<file path="config.mk">
export PLATFORM = sky130hd
export DESIGN_NAME = linear_blend_weights_1d_core
export DESIGN_NICKNAME = d
export VERILOG_FILES = /design/src/hw/rtl/lbw_pkg.sv /design/src/hw/rtl/linear_blend_weights_1d_core.sv /design/src/hw/rtl/lbw_div.sv /design/src/hw/rtl/lbw_datapath.sv /design/src/hw/rtl/lbw_ctrl.sv
export SDC_FILE = /design/constraint.sdc
export NUM_CORES = 1
export LEC_CHECK = 0
export BUFFER_PORTS_ARGS = -buffer_cell sky130_fd_sc_hd__buf_2
export CAP_MARGIN = 20
export CORE_AREA = 2 2 316 256
export CTS_CLUSTER_SIZE = 14
export DETAILED_ROUTE_END_ITERATION = 8
export DIE_AREA = 0 0 318 258
export GPL_ROUTABILITY_DRIVEN = 1
export GPL_TIMING_DRIVEN = 0
export PLACE_DENSITY = 0.5
export SLEW_MARGIN = 30
export SYNTH_ARGS = -nofsm -noshare
export SYNTH_HDL_FRONTEND = slang
export SYNTH_SLANG_ARGS = --single-unit
export TNS_END_PERCENT = 5
</file>
<file path="constraint.sdc">
create_clock -name i_clk -period 8.9 [get_ports i_clk]
set_clock_uncertainty 0.1 [all_clocks]
set_input_delay 0.445 -clock i_clk [delete_from_list [all_inputs] [get_ports i_clk]]
set_output_delay 0.445 -clock i_clk [all_outputs]
set_load 0.005 [all_outputs]
</file>
<file path="src/hw/rtl/lbw_pkg.sv">
package lbw_pkg;

    localparam int MAX_NODES = 16;
    localparam int IDX_W     = $clog2(MAX_NODES);
    localparam int CNT_W     = $clog2(MAX_NODES + 1);
    localparam int POS_W     = 16;
    localparam int ID_W      = 8;
    localparam int WT_W      = 17;
    localparam int CMD_W     = 2;

    localparam logic [WT_W-1:0] WEIGHT_ONE = WT_W'(65536);

    localparam logic [CMD_W-1:0] CMD_ADD    = 2'd0;
    localparam logic [CMD_W-1:0] CMD_REMOVE = 2'd1;
    localparam logic [CMD_W-1:0] CMD_EVAL   = 2'd2;
    localparam logic [CMD_W-1:0] CMD_CLEAR  = 2'd3;

    // table read address source
    localparam logic [1:0] RD_IDX    = 2'd0;
    localparam logic [1:0] RD_IDX_M1 = 2'd1;
    localparam logic [1:0] RD_LAST   = 2'd2;

    typedef struct packed {
        logic [POS_W-1:0] pos;
        logic [ID_W-1:0]  id;
    } t_entry;

    typedef struct packed {
        logic       load;
        logic       clear;
        logic       rd_en;
        logic [1:0] rd_src;
        logic       add_shift;
        logic       add_place;
        logic       rem_step;
        logic       rem_finish;
        logic       ev_cap0;
        logic       ev_check;
        logic       ev_scan;
        logic       ev_div_cap;
        logic       emit;
    } t_dp_cmd;

    typedef struct packed {
        logic full;
        logic idx_zero;
        logic pos_gt;
        logic rem_end;
        logic count_zero;
        logic ev_interior;
        logic scan_hit;
        logic div_done;
        logic emit_last;
    } t_dp_status;

endpackage

</file>
<file path="src/hw/rtl/linear_blend_weights_1d_core.sv">
// Linear blend-weight table, one dimension, up to 16 nodes kept sorted by position.
// Command channel: an item (i_command, i_position, i_node_id) is taken at a rising
// edge with start high and busy low. Commands: add node, remove node by id,
// evaluate a query position, clear the table.
// Result channel: an evaluate emits one weight per stored node in table order,
// each on o_node_id_res / o_weight / o_last for exactly one cycle with o_strobe
// high; o_last marks the final weight. The receiver cannot stall, so results are
// sent one per cycle once emission starts. Empty table: no results.
// Per command (n = nodes stored):
//   clear: busy stays low.
//   add: each stored node above the new position is read and shifted up
//   one place, then the node is placed; a full table is left unchanged.
//   remove: all n entries are read, and the ones kept are written back in order.
//   evaluate: nothing on an empty table; an end case gives weight one to the
//   end node; an interior query scans for the bracketing nodes and runs one
//   pass of the radix-2 divider (17 quotient bits). Each result passes
//   through the r_pv and r_strobe registers after emission starts.
// Reset (i_rst_n, synchronous) empties the table and returns to idle.
module linear_blend_weights_1d_core (
    input  logic                               i_clk,
    input  logic                               i_rst_n,
    input  logic                               start,
    output logic                               busy,
    input  logic [lbw_pkg::CMD_W-1:0]          i_command,
    input  logic signed [lbw_pkg::POS_W-1:0]   i_position,
    input  logic [lbw_pkg::ID_W-1:0]           i_node_id,
    output logic                               o_strobe,
    output logic [lbw_pkg::ID_W-1:0]           o_node_id_res,
    output logic [lbw_pkg::WT_W-1:0]           o_weight,
    output logic                               o_last
);

    lbw_pkg::t_dp_cmd    dp_cmd;
    lbw_pkg::t_dp_status dp_status;

    lbw_ctrl u_ctrl (
        .i_clk     (i_clk),
        .i_rst_n   (i_rst_n),
        .i_start   (start),
        .i_command (i_command),
        .i_status  (dp_status),
        .o_busy    (busy),
        .o_cmd     (dp_cmd)
    );

    lbw_datapath u_dp (
        .i_clk         (i_clk),
        .i_rst_n       (i_rst_n),
        .i_cmd         (dp_cmd),
        .i_position    (i_position),
        .i_node_id     (i_node_id),
        .o_status      (dp_status),
        .o_strobe      (o_strobe),
        .o_node_id_res (o_node_id_res),
        .o_weight      (o_weight),
        .o_last        (o_last)
    );

endmodule

</file>
<file path="src/hw/rtl/lbw_div.sv">
module lbw_div (
    input  logic                            i_clk,
    input  logic                            i_rst_n,
    input  logic                            i_start,
    input  logic [lbw_pkg::POS_W-1:0]       i_dividend,
    input  logic [lbw_pkg::POS_W-1:0]       i_divisor,
    output logic                            o_done,
    output logic [lbw_pkg::WT_W-1:0]        o_quot
);

    localparam int W = lbw_pkg::POS_W;

    logic                         r_busy, n_busy;
    logic                         r_done, n_done;
    logic [$clog2(W+1)-1:0]       r_cnt, n_cnt;
    logic [W-1:0]                 r_rem, n_rem;
    logic [W-1:0]                 r_div, n_div;
    logic [lbw_pkg::WT_W-1:0]     r_quot, n_quot;

    logic         init_ge;
    logic [W:0]   rem2;
    logic         step_ge;
    logic [W:0]   step_sub;

    assign init_ge  = (i_dividend >= i_divisor);
    assign rem2     = {r_rem, 1'b0};
    assign step_ge  = (rem2 >= {1'b0, r_div});
    assign step_sub = rem2 - {1'b0, r_div};

    always_comb begin
        n_busy = r_busy;
        n_done = 1'b0;
        n_cnt  = r_cnt;
        n_rem  = r_rem;
        n_div  = r_div;
        n_quot = r_quot;
        if (i_start) begin
            n_busy = 1'b1;
            n_cnt  = ($clog2(W+1))'(W);
            n_div  = i_divisor;
            n_rem  = init_ge ? (i_dividend - i_divisor) : i_dividend;
            n_quot = {{(lbw_pkg::WT_W-1){1'b0}}, init_ge};
        end else if (r_busy) begin
            n_rem  = step_ge ? step_sub[W-1:0] : rem2[W-1:0];
            n_quot = {r_quot[lbw_pkg::WT_W-2:0], step_ge};
            n_cnt  = r_cnt - 1'b1;
            if (r_cnt == ($clog2(W+1))'(1)) begin
                n_busy = 1'b0;
                n_done = 1'b1;
            end
        end
    end

    always_ff @(posedge i_clk) begin
        if (!i_rst_n) begin
            r_busy <= 1'b0;
            r_done <= 1'b0;
        end else begin
            r_busy <= n_busy;
            r_done <= n_done;
        end
        r_cnt  <= n_cnt;
        r_rem  <= n_rem;
        r_div  <= n_div;
        r_quot <= n_quot;
    end

    assign o_done = r_done;
    assign o_quot = r_quot;

endmodule

</file>
<file path="src/hw/rtl/lbw_datapath.sv">
module lbw_datapath (
    input  logic                           i_clk,
    input  logic                           i_rst_n,
    input  lbw_pkg::t_dp_cmd               i_cmd,
    input  logic signed [lbw_pkg::POS_W-1:0] i_position,
    input  logic [lbw_pkg::ID_W-1:0]       i_node_id,
    output lbw_pkg::t_dp_status            o_status,
    output logic                           o_strobe,
    output logic [lbw_pkg::ID_W-1:0]       o_node_id_res,
    output logic [lbw_pkg::WT_W-1:0]       o_weight,
    output logic                           o_last
);

    localparam int IW = lbw_pkg::IDX_W;
    localparam int CW = lbw_pkg::CNT_W;
    localparam int PW = lbw_pkg::POS_W;

    lbw_pkg::t_entry r_mem [lbw_pkg::MAX_NODES];
    lbw_pkg::t_entry r_rdata;

    logic signed [PW-1:0]      r_pos;
    logic [lbw_pkg::ID_W-1:0]  r_id;
    logic [CW-1:0]             r_count;
    logic [CW-1:0]             r_idx;
    logic [CW-1:0]             r_w;
    logic signed [PW-1:0]      r_plo;
    logic [IW-1:0]             r_aidx;
    logic                      r_bv;
    logic [lbw_pkg::WT_W-1:0]  r_aw;
    logic [lbw_pkg::WT_W-1:0]  r_bw;
    logic                      r_pv;
    logic [IW-1:0]             r_pidx;
    logic                      r_strobe;
    logic [lbw_pkg::ID_W-1:0]  r_out_id;
    logic [lbw_pkg::WT_W-1:0]  r_out_wt;
    logic                      r_out_last;

    logic signed [PW-1:0]      rd_pos;
    logic [CW-1:0]             idx_m1;
    logic [CW-1:0]             cnt_m1;
    logic [IW-1:0]             raddr;
    logic                      we;
    logic [IW-1:0]             waddr;
    lbw_pkg::t_entry           wdata;
    logic signed [PW:0]        diff_full;
    logic signed [PW:0]        range_full;
    logic                      div_done;
    logic [lbw_pkg::WT_W-1:0]  div_quot;
    logic                      low_end;
    logic [IW-1:0]             pidx_b;
    logic [lbw_pkg::WT_W-1:0]  pipe_wt;

    assign rd_pos = $signed(r_rdata.pos);
    assign idx_m1 = r_idx - 1'b1;
    assign cnt_m1 = r_count - 1'b1;

    always_comb begin
        case (i_cmd.rd_src)
            lbw_pkg::RD_IDX:    raddr = r_idx[IW-1:0];
            lbw_pkg::RD_IDX_M1: raddr = idx_m1[IW-1:0];
            lbw_pkg::RD_LAST:   raddr = cnt_m1[IW-1:0];
            default:            raddr = r_idx[IW-1:0];
        endcase
    end

    always_comb begin
        we    = 1'b0;
        waddr = r_idx[IW-1:0];
        wdata = r_rdata;
        if (i_cmd.add_shift) begin
            we = 1'b1;
        end else if (i_cmd.add_place) begin
            we    = 1'b1;
            wdata = '{pos: r_pos, id: r_id};
        end else if (i_cmd.rem_step && (r_rdata.id != r_id)) begin
            we    = 1'b1;
            waddr = r_w[IW-1:0];
        end
    end

    always_ff @(posedge i_clk) begin
        if (we) begin
            r_mem[waddr] <= wdata;
        end
        if (i_cmd.rd_en) begin
            r_rdata <= r_mem[raddr];
        end
    end

    assign diff_full  = {r_pos[PW-1], r_pos} - {r_plo[PW-1], r_plo};
    assign range_full = {rd_pos[PW-1], rd_pos} - {r_plo[PW-1], r_plo};
    assign low_end    = (r_count == CW'(1)) || (r_pos <= r_plo);

    lbw_div u_div (
        .i_clk      (i_clk),
        .i_rst_n    (i_rst_n),
        .i_start    (i_cmd.ev_scan && (rd_pos >= r_pos)),
        .i_dividend (diff_full[PW-1:0]),
        .i_divisor  (range_full[PW-1:0]),
        .o_done     (div_done),
        .o_quot     (div_quot)
    );

    always_ff @(posedge i_clk) begin
        if (!i_rst_n) begin
            r_count <= '0;
        end else if (i_cmd.clear) begin
            r_count <= '0;
        end else if (i_cmd.add_place) begin
            r_count <= r_count + 1'b1;
        end else if (i_cmd.rem_finish) begin
            r_count <= r_w;
        end
    end

    always_ff @(posedge i_clk) begin
        if (i_cmd.load) begin
            r_pos <= i_position;
            r_id  <= i_node_id;
            r_w   <= '0;
            r_idx <= (i_cmd.rd_src == lbw_pkg::RD_IDX_M1) ? r_count : '0;
        end
        if (i_cmd.add_shift) begin
            r_idx <= idx_m1;
        end
        if (i_cmd.rem_step) begin
            r_idx <= r_idx + 1'b1;
            if (r_rdata.id != r_id) begin
                r_w <= r_w + 1'b1;
            end
        end
        if (i_cmd.ev_cap0) begin
            r_plo <= rd_pos;
        end
        if (i_cmd.ev_check) begin
            if (o_status.ev_interior) begin
                r_idx <= CW'(1);
            end else begin
                r_idx  <= '0;
                r_aidx <= low_end ? '0 : cnt_m1[IW-1:0];
                r_aw   <= lbw_pkg::WEIGHT_ONE;
                r_bv   <= 1'b0;
            end
        end
        if (i_cmd.ev_scan) begin
            if (rd_pos >= r_pos) begin
                r_aidx <= idx_m1[IW-1:0];
                r_bv   <= 1'b1;
            end else begin
                r_plo <= rd_pos;
                r_idx <= r_idx + 1'b1;
            end
        end
        if (i_cmd.ev_div_cap) begin
            r_aw  <= lbw_pkg::WEIGHT_ONE - div_quot;
            r_bw  <= div_quot;
            r_idx <= '0;
        end
        if (i_cmd.emit) begin
            r_idx <= r_idx + 1'b1;
        end
    end

    assign pidx_b = r_aidx + 1'b1;

    always_comb begin
        if (r_pidx == r_aidx) begin
            pipe_wt = r_aw;
        end else if (r_bv && (r_pidx == pidx_b)) begin
            pipe_wt = r_bw;
        end else begin
            pipe_wt = '0;
        end
    end

    always_ff @(posedge i_clk) begin
        if (!i_rst_n) begin
            r_pv     <= 1'b0;
            r_strobe <= 1'b0;
        end else begin
            r_pv     <= i_cmd.emit;
            r_strobe <= r_pv;
        end
        r_pidx <= r_idx[IW-1:0];
        if (r_pv) begin
            r_out_id   <= r_rdata.id;
            r_out_wt   <= pipe_wt;
            r_out_last <= ({1'b0, r_pidx} == cnt_m1);
        end
    end

    assign o_status.full        = (r_count == CW'(lbw_pkg::MAX_NODES));
    assign o_status.idx_zero    = (r_idx == '0);
    assign o_status.pos_gt      = (rd_pos > r_pos);
    assign o_status.rem_end     = (r_idx == r_count);
    assign o_status.count_zero  = (r_count == '0);
    assign o_status.ev_interior = !low_end && (r_pos < rd_pos);
    assign o_status.scan_hit    = (rd_pos >= r_pos);
    assign o_status.div_done    = div_done;
    assign o_status.emit_last   = (r_idx == cnt_m1);

    assign o_strobe      = r_strobe;
    assign o_node_id_res = r_out_id;
    assign o_weight      = r_out_wt;
    assign o_last        = r_out_last;

endmodule

</file>
<file path="src/hw/rtl/lbw_ctrl.sv">
module lbw_ctrl (
    input  logic                        i_clk,
    input  logic                        i_rst_n,
    input  logic                        i_start,
    input  logic [lbw_pkg::CMD_W-1:0]   i_command,
    input  lbw_pkg::t_dp_status         i_status,
    output logic                        o_busy,
    output lbw_pkg::t_dp_cmd            o_cmd
);

    localparam logic [3:0] S_IDLE   = 4'd0;
    localparam logic [3:0] S_ADD_RD = 4'd1;
    localparam logic [3:0] S_ADD_WR = 4'd2;
    localparam logic [3:0] S_REM_RD = 4'd3;
    localparam logic [3:0] S_REM_WR = 4'd4;
    localparam logic [3:0] S_EV_RD0 = 4'd5;
    localparam logic [3:0] S_EV_RDL = 4'd6;
    localparam logic [3:0] S_EV_CHK = 4'd7;
    localparam logic [3:0] S_EV_SRD = 4'd8;
    localparam logic [3:0] S_EV_SCK = 4'd9;
    localparam logic [3:0] S_EV_DIV = 4'd10;
    localparam logic [3:0] S_EMIT   = 4'd11;
    localparam logic [3:0] S_DRAIN  = 4'd12;

    logic [3:0] r_state, n_state;

    always_comb begin
        n_state = r_state;
        o_cmd   = '0;
        o_cmd.rd_src = lbw_pkg::RD_IDX;
        case (r_state)
            S_IDLE: begin
                if (i_start) begin
                    o_cmd.load = 1'b1;
                    case (i_command)
                        lbw_pkg::CMD_ADD: begin
                            o_cmd.rd_src = lbw_pkg::RD_IDX_M1;
                            n_state = S_ADD_RD;
                        end
                        lbw_pkg::CMD_REMOVE: n_state = S_REM_RD;
                        lbw_pkg::CMD_EVAL:   n_state = S_EV_RD0;
                        lbw_pkg::CMD_CLEAR:  o_cmd.clear = 1'b1;
                        default:             n_state = S_IDLE;
                    endcase
                end
            end
            S_ADD_RD: begin
                if (i_status.full) begin
                    n_state = S_IDLE;
                end else if (i_status.idx_zero) begin
                    o_cmd.add_place = 1'b1;
                    n_state = S_IDLE;
                end else begin
                    o_cmd.rd_en  = 1'b1;
                    o_cmd.rd_src = lbw_pkg::RD_IDX_M1;
                    n_state = S_ADD_WR;
                end
            end
            S_ADD_WR: begin
                if (i_status.pos_gt) begin
                    o_cmd.add_shift = 1'b1;
                    n_state = S_ADD_RD;
                end else begin
                    o_cmd.add_place = 1'b1;
                    n_state = S_IDLE;
                end
            end
            S_REM_RD: begin
                if (i_status.rem_end) begin
                    o_cmd.rem_finish = 1'b1;
                    n_state = S_IDLE;
                end else begin
                    o_cmd.rd_en = 1'b1;
                    n_state = S_REM_WR;
                end
            end
            S_REM_WR: begin
                o_cmd.rem_step = 1'b1;
                n_state = S_REM_RD;
            end
            S_EV_RD0: begin
                if (i_status.count_zero) begin
                    n_state = S_IDLE;
                end else begin
                    o_cmd.rd_en = 1'b1;
                    n_state = S_EV_RDL;
                end
            end
            S_EV_RDL: begin
                o_cmd.ev_cap0 = 1'b1;
                o_cmd.rd_en   = 1'b1;
                o_cmd.rd_src  = lbw_pkg::RD_LAST;
                n_state = S_EV_CHK;
            end
            S_EV_CHK: begin
                o_cmd.ev_check = 1'b1;
                n_state = i_status.ev_interior ? S_EV_SRD : S_EMIT;
            end
            S_EV_SRD: begin
                o_cmd.rd_en = 1'b1;
                n_state = S_EV_SCK;
            end
            S_EV_SCK: begin
                o_cmd.ev_scan = 1'b1;
                n_state = i_status.scan_hit ? S_EV_DIV : S_EV_SRD;
            end
            S_EV_DIV: begin
                if (i_status.div_done) begin
                    o_cmd.ev_div_cap = 1'b1;
                    n_state = S_EMIT;
                end
            end
            S_EMIT: begin
                o_cmd.emit  = 1'b1;
                o_cmd.rd_en = 1'b1;
                if (i_status.emit_last) begin
                    n_state = S_DRAIN;
                end
            end
            S_DRAIN: begin
                n_state = S_IDLE;
            end
            default: begin
                n_state = S_IDLE;
            end
        endcase
    end

    always_ff @(posedge i_clk) begin
        if (!i_rst_n) begin
            r_state <= S_IDLE;
        end else begin
            r_state <= n_state;
        end
    end

    assign o_busy = (r_state != S_IDLE);

endmodule
</file>
==> flow_summary.ini <==
[run_status]
status = completed

[global_route]
grt_pass1_wl_um = 102300
globalRouteTotalUtil = 0.1639
antenna_found_initial = 2
grt_max_degree = 33
gr-total-overflow = 0
grt_pass1_vias = 16620

[floorplan]
fp.coreArea_um2 = 79240
die-area_um2 = 82040
start_util = 0.3461
die_height_um = 258
num_rows = 93
io_pins = 57
die_width_um = 318

[flow_run]
drv_cap = 0

[sta]
finalCritPeriodShare = 0.6267
setup_tns_ps = 0
slew_viol_final = 0
period_needed_ps = 5578
worst_pin_slew_ps = 933.1
relSlewSlack = 0.3780
fmax_mhz = 179.3
rsz0062_at_grt = no
setup_violations = 0
hold_viol = 0

[synth]
syn_area_um2 = 27430
yosysTopAreaCellShare = 0.5748
syn_inst = 1913
yosysSeqAreaShare = 0.6252
synth_flop_cell = edfxtp_1
synth_nets = 2042
ys_top_cells_by_area = edfxtp_1, mux4_2, dfxtp_1
ys_ff_latch = 594
synth.avg_cell_area_um2 = 14.34
synthArstFlopShare = 0
ys.warnings.count = 0
synth_edf_count = 525
synth_top_area_cell = edfxtp_1
yosysUniqueCellTypes = 87

[cts]
cts.sinks = 594
postCtsResizedCells = 0
worst_skew_pair.late_latency_ps = 650
cts_max_level = 2
cts_buffer_depth = 3
clkSlewWorstSetupHoldPaths_ps = 60
cts-root-buf = clkbuf_16
cts_tree = built
cts_inserted_buffers = 59

[cells_and_area]
fin_cells = 3183
layout-area-overhead-vs-synth_pct = 16.57
final_nets = 2215
drive_gt1_frac = 0.1783

[power_and_ir_drop]
power_mw = 11.30
power.density_nw_per_um2 = 353.5
cellLeakagePower_nw = 11.27
vdd_drop_max_v = 0.0002060

[setup_path]
worstPathCellList = nor4_1 -> nand2_1 -> clkinv_2 -> a21o_1 -> ha_1 -> clkbuf_1 -> mux2i_1 -> clkbuf_1 -> buf_2 -> mux4_2 -> mux2i_1 -> a21oi_1
critPathBufInv = 4
worstSetupStartpointType = register
crit_arrival_ps = 5790
critical_path.max_fanout = 32
slowest_stage = mux2i_1
end_kind = register
cp.required_ps = 9110
critical-path-max-stage-delay_ps = 690
crit_type = reg2reg
cpLargestDelayFamily = buffers and inverters

[drt]
met2WireLength_um = 30530
via_per_inst = 5.170
met1_length_um = 32780
top_layer_used = met4
ant_nets = 0
drtIter0Drc = 1230
wl_um = 67490
drt-pass1-iter-count = 5
vias = 16460
drc = 0
met3_length_um = 2711
wl_per_cell_um = 21.20

[placement]
post-place-cells = 3044
io_buffers = 56
post-dp-hpwl_um = 48220
place_congestion = 0.8845

[worst_hold_path]
hold_class = in2reg
[final cells by class]
| class | instances | area [um2] |
|---|---|---|
| repair buffers | 112 | 1109 |
| flip-flops and latches | 594 | 17150 |
| clock inverters | 35 | 347.8 |
| fillers | 7402 | 47270 |
| multi-input cells | 1137 | 9693 |
| clock buffers | 77 | 1584 |
| well taps | 1045 | 1308 |
| inverters | 109 | 410.4 |
| diodes | 1 | 2.502 |
| plain buffers | 73 | 366.6 |
[where the power goes]
group,leakage (nW),internal [mW],switching [mW]
registers,5.35,3.61,0.138
clock network,0.941,1.40,1.09
logic,4.98,1.94,3.12
[flip-flops by register name, indices dropped and copies added (netlist names), 4 cells and up]
register	count
u_dp.r_idx	5
u_dp.r_aw	17
u_dp.r_mem	384
u_dp.r_rdata	8
u_dp.u_div.r_cnt	5
u_dp.r_pos	16
u_dp.u_div.r_div	16
u_dp.rd_pos	16
u_dp.o_weight	17
u_dp.r_aidx	4
u_dp.u_div.o_quot	17
u_dp.r_w	5
u_dp.r_pidx	4
u_dp.r_plo	16
u_ctrl.r_state	4
u_dp.u_div.r_rem	16
u_dp.r_id	8
u_dp.o_node_id_res	8
u_dp.r_count	5
u_dp.r_bw	17
[per-layer routing]
metal  track usage  vias to the layer above
li1              -                     7707
met1        0.2367                     8319
met2        0.2614                      341
met3       0.02078                       90
met4       0.04392                        0
met5             0                        -
[metrics by stage]
stage                     setup WS [ps]  area (um2)  hold WS (ps)  utilization
final                              3322       31970         62.69       0.4034
after floorplan                    4641       27430         249.7            -
after global placement             1992       29010         268.2       0.3661
after CTS                          3274       31940         30.19       0.4030
after detailed placement           3231       29770         270.4       0.3756
after global routing               2686       31970         54.94       0.4034
[placed cells by master (no fill, tap or decap), drive strengths merged, types with 12 or more instances in the layout]
cell,n
a211oi,38
ha,96
edfxtp,525
inv,109
nand2b,14
nor3,24
a22o,17
xor2,42
mux4,96
clkbuf,109
mux2i,56
a21o,14
mux2,18
nand3,39
o21ai,66
dlygate4sd3,24
xnor2,53
nand2,113
nor2b,39
buf,129
or3,12
dfxtp,69
o21a,14
a31oi,16
nor2,112
clkinv,28
a21oi,93
[path summary, 6_finish.rpt]
kind	from	end	slack [ps]	depth (start not counted)
setup / recovery	u_ctrl.r_state[0]$_SDFFE_PN0P_	u_dp.rd_pos[2]$_DFFE_PP_	3320	12
hold / removal	i_rst_n	u_dp.u_div.r_busy$_SDFF_PN0_	60	2
setup reg to reg	u_ctrl.r_state[0]$_SDFFE_PN0P_	u_dp.rd_pos[2]$_DFFE_PP_	3320	12
hold reg to reg	u_dp.r_idx[1]$_DFF_P_	u_dp.r_pidx[1]$_DFF_P_	280	0
[cells in the mapped netlist (37+ instances only)]
master    count
nand3_1      39
xnor2_1      52
dfxtp_1      69
edfxtp_1    525
o21ai_0      59
nor2b_1      39
mux2i_1      56
ha_1         96
nand2_1     112
a21oi_1      90
xor2_1       42
a211oi_1     37
nor2_1      112
inv_1       106
mux4_2       96
[cells by family after synthesis]
logic type	synth area share
flip-flops	0.6252
AND/OR/NAND/NOR	0.07181
AO/OA/AOI/OAI	0.09070
buffers and inverters	0.02829
multiplexers	0.1067
adder cells (fa/ha/maj)	0.04672
XOR/XNOR	0.03061
[what timing repair did]
item,CTS,global route
setup buffers,0,0
endpoints found under the hold margin,24,0
hold buffers,24,0
setup endpoints to repair,0,0
Note: power is estimated with default switching activity, not from simulation.
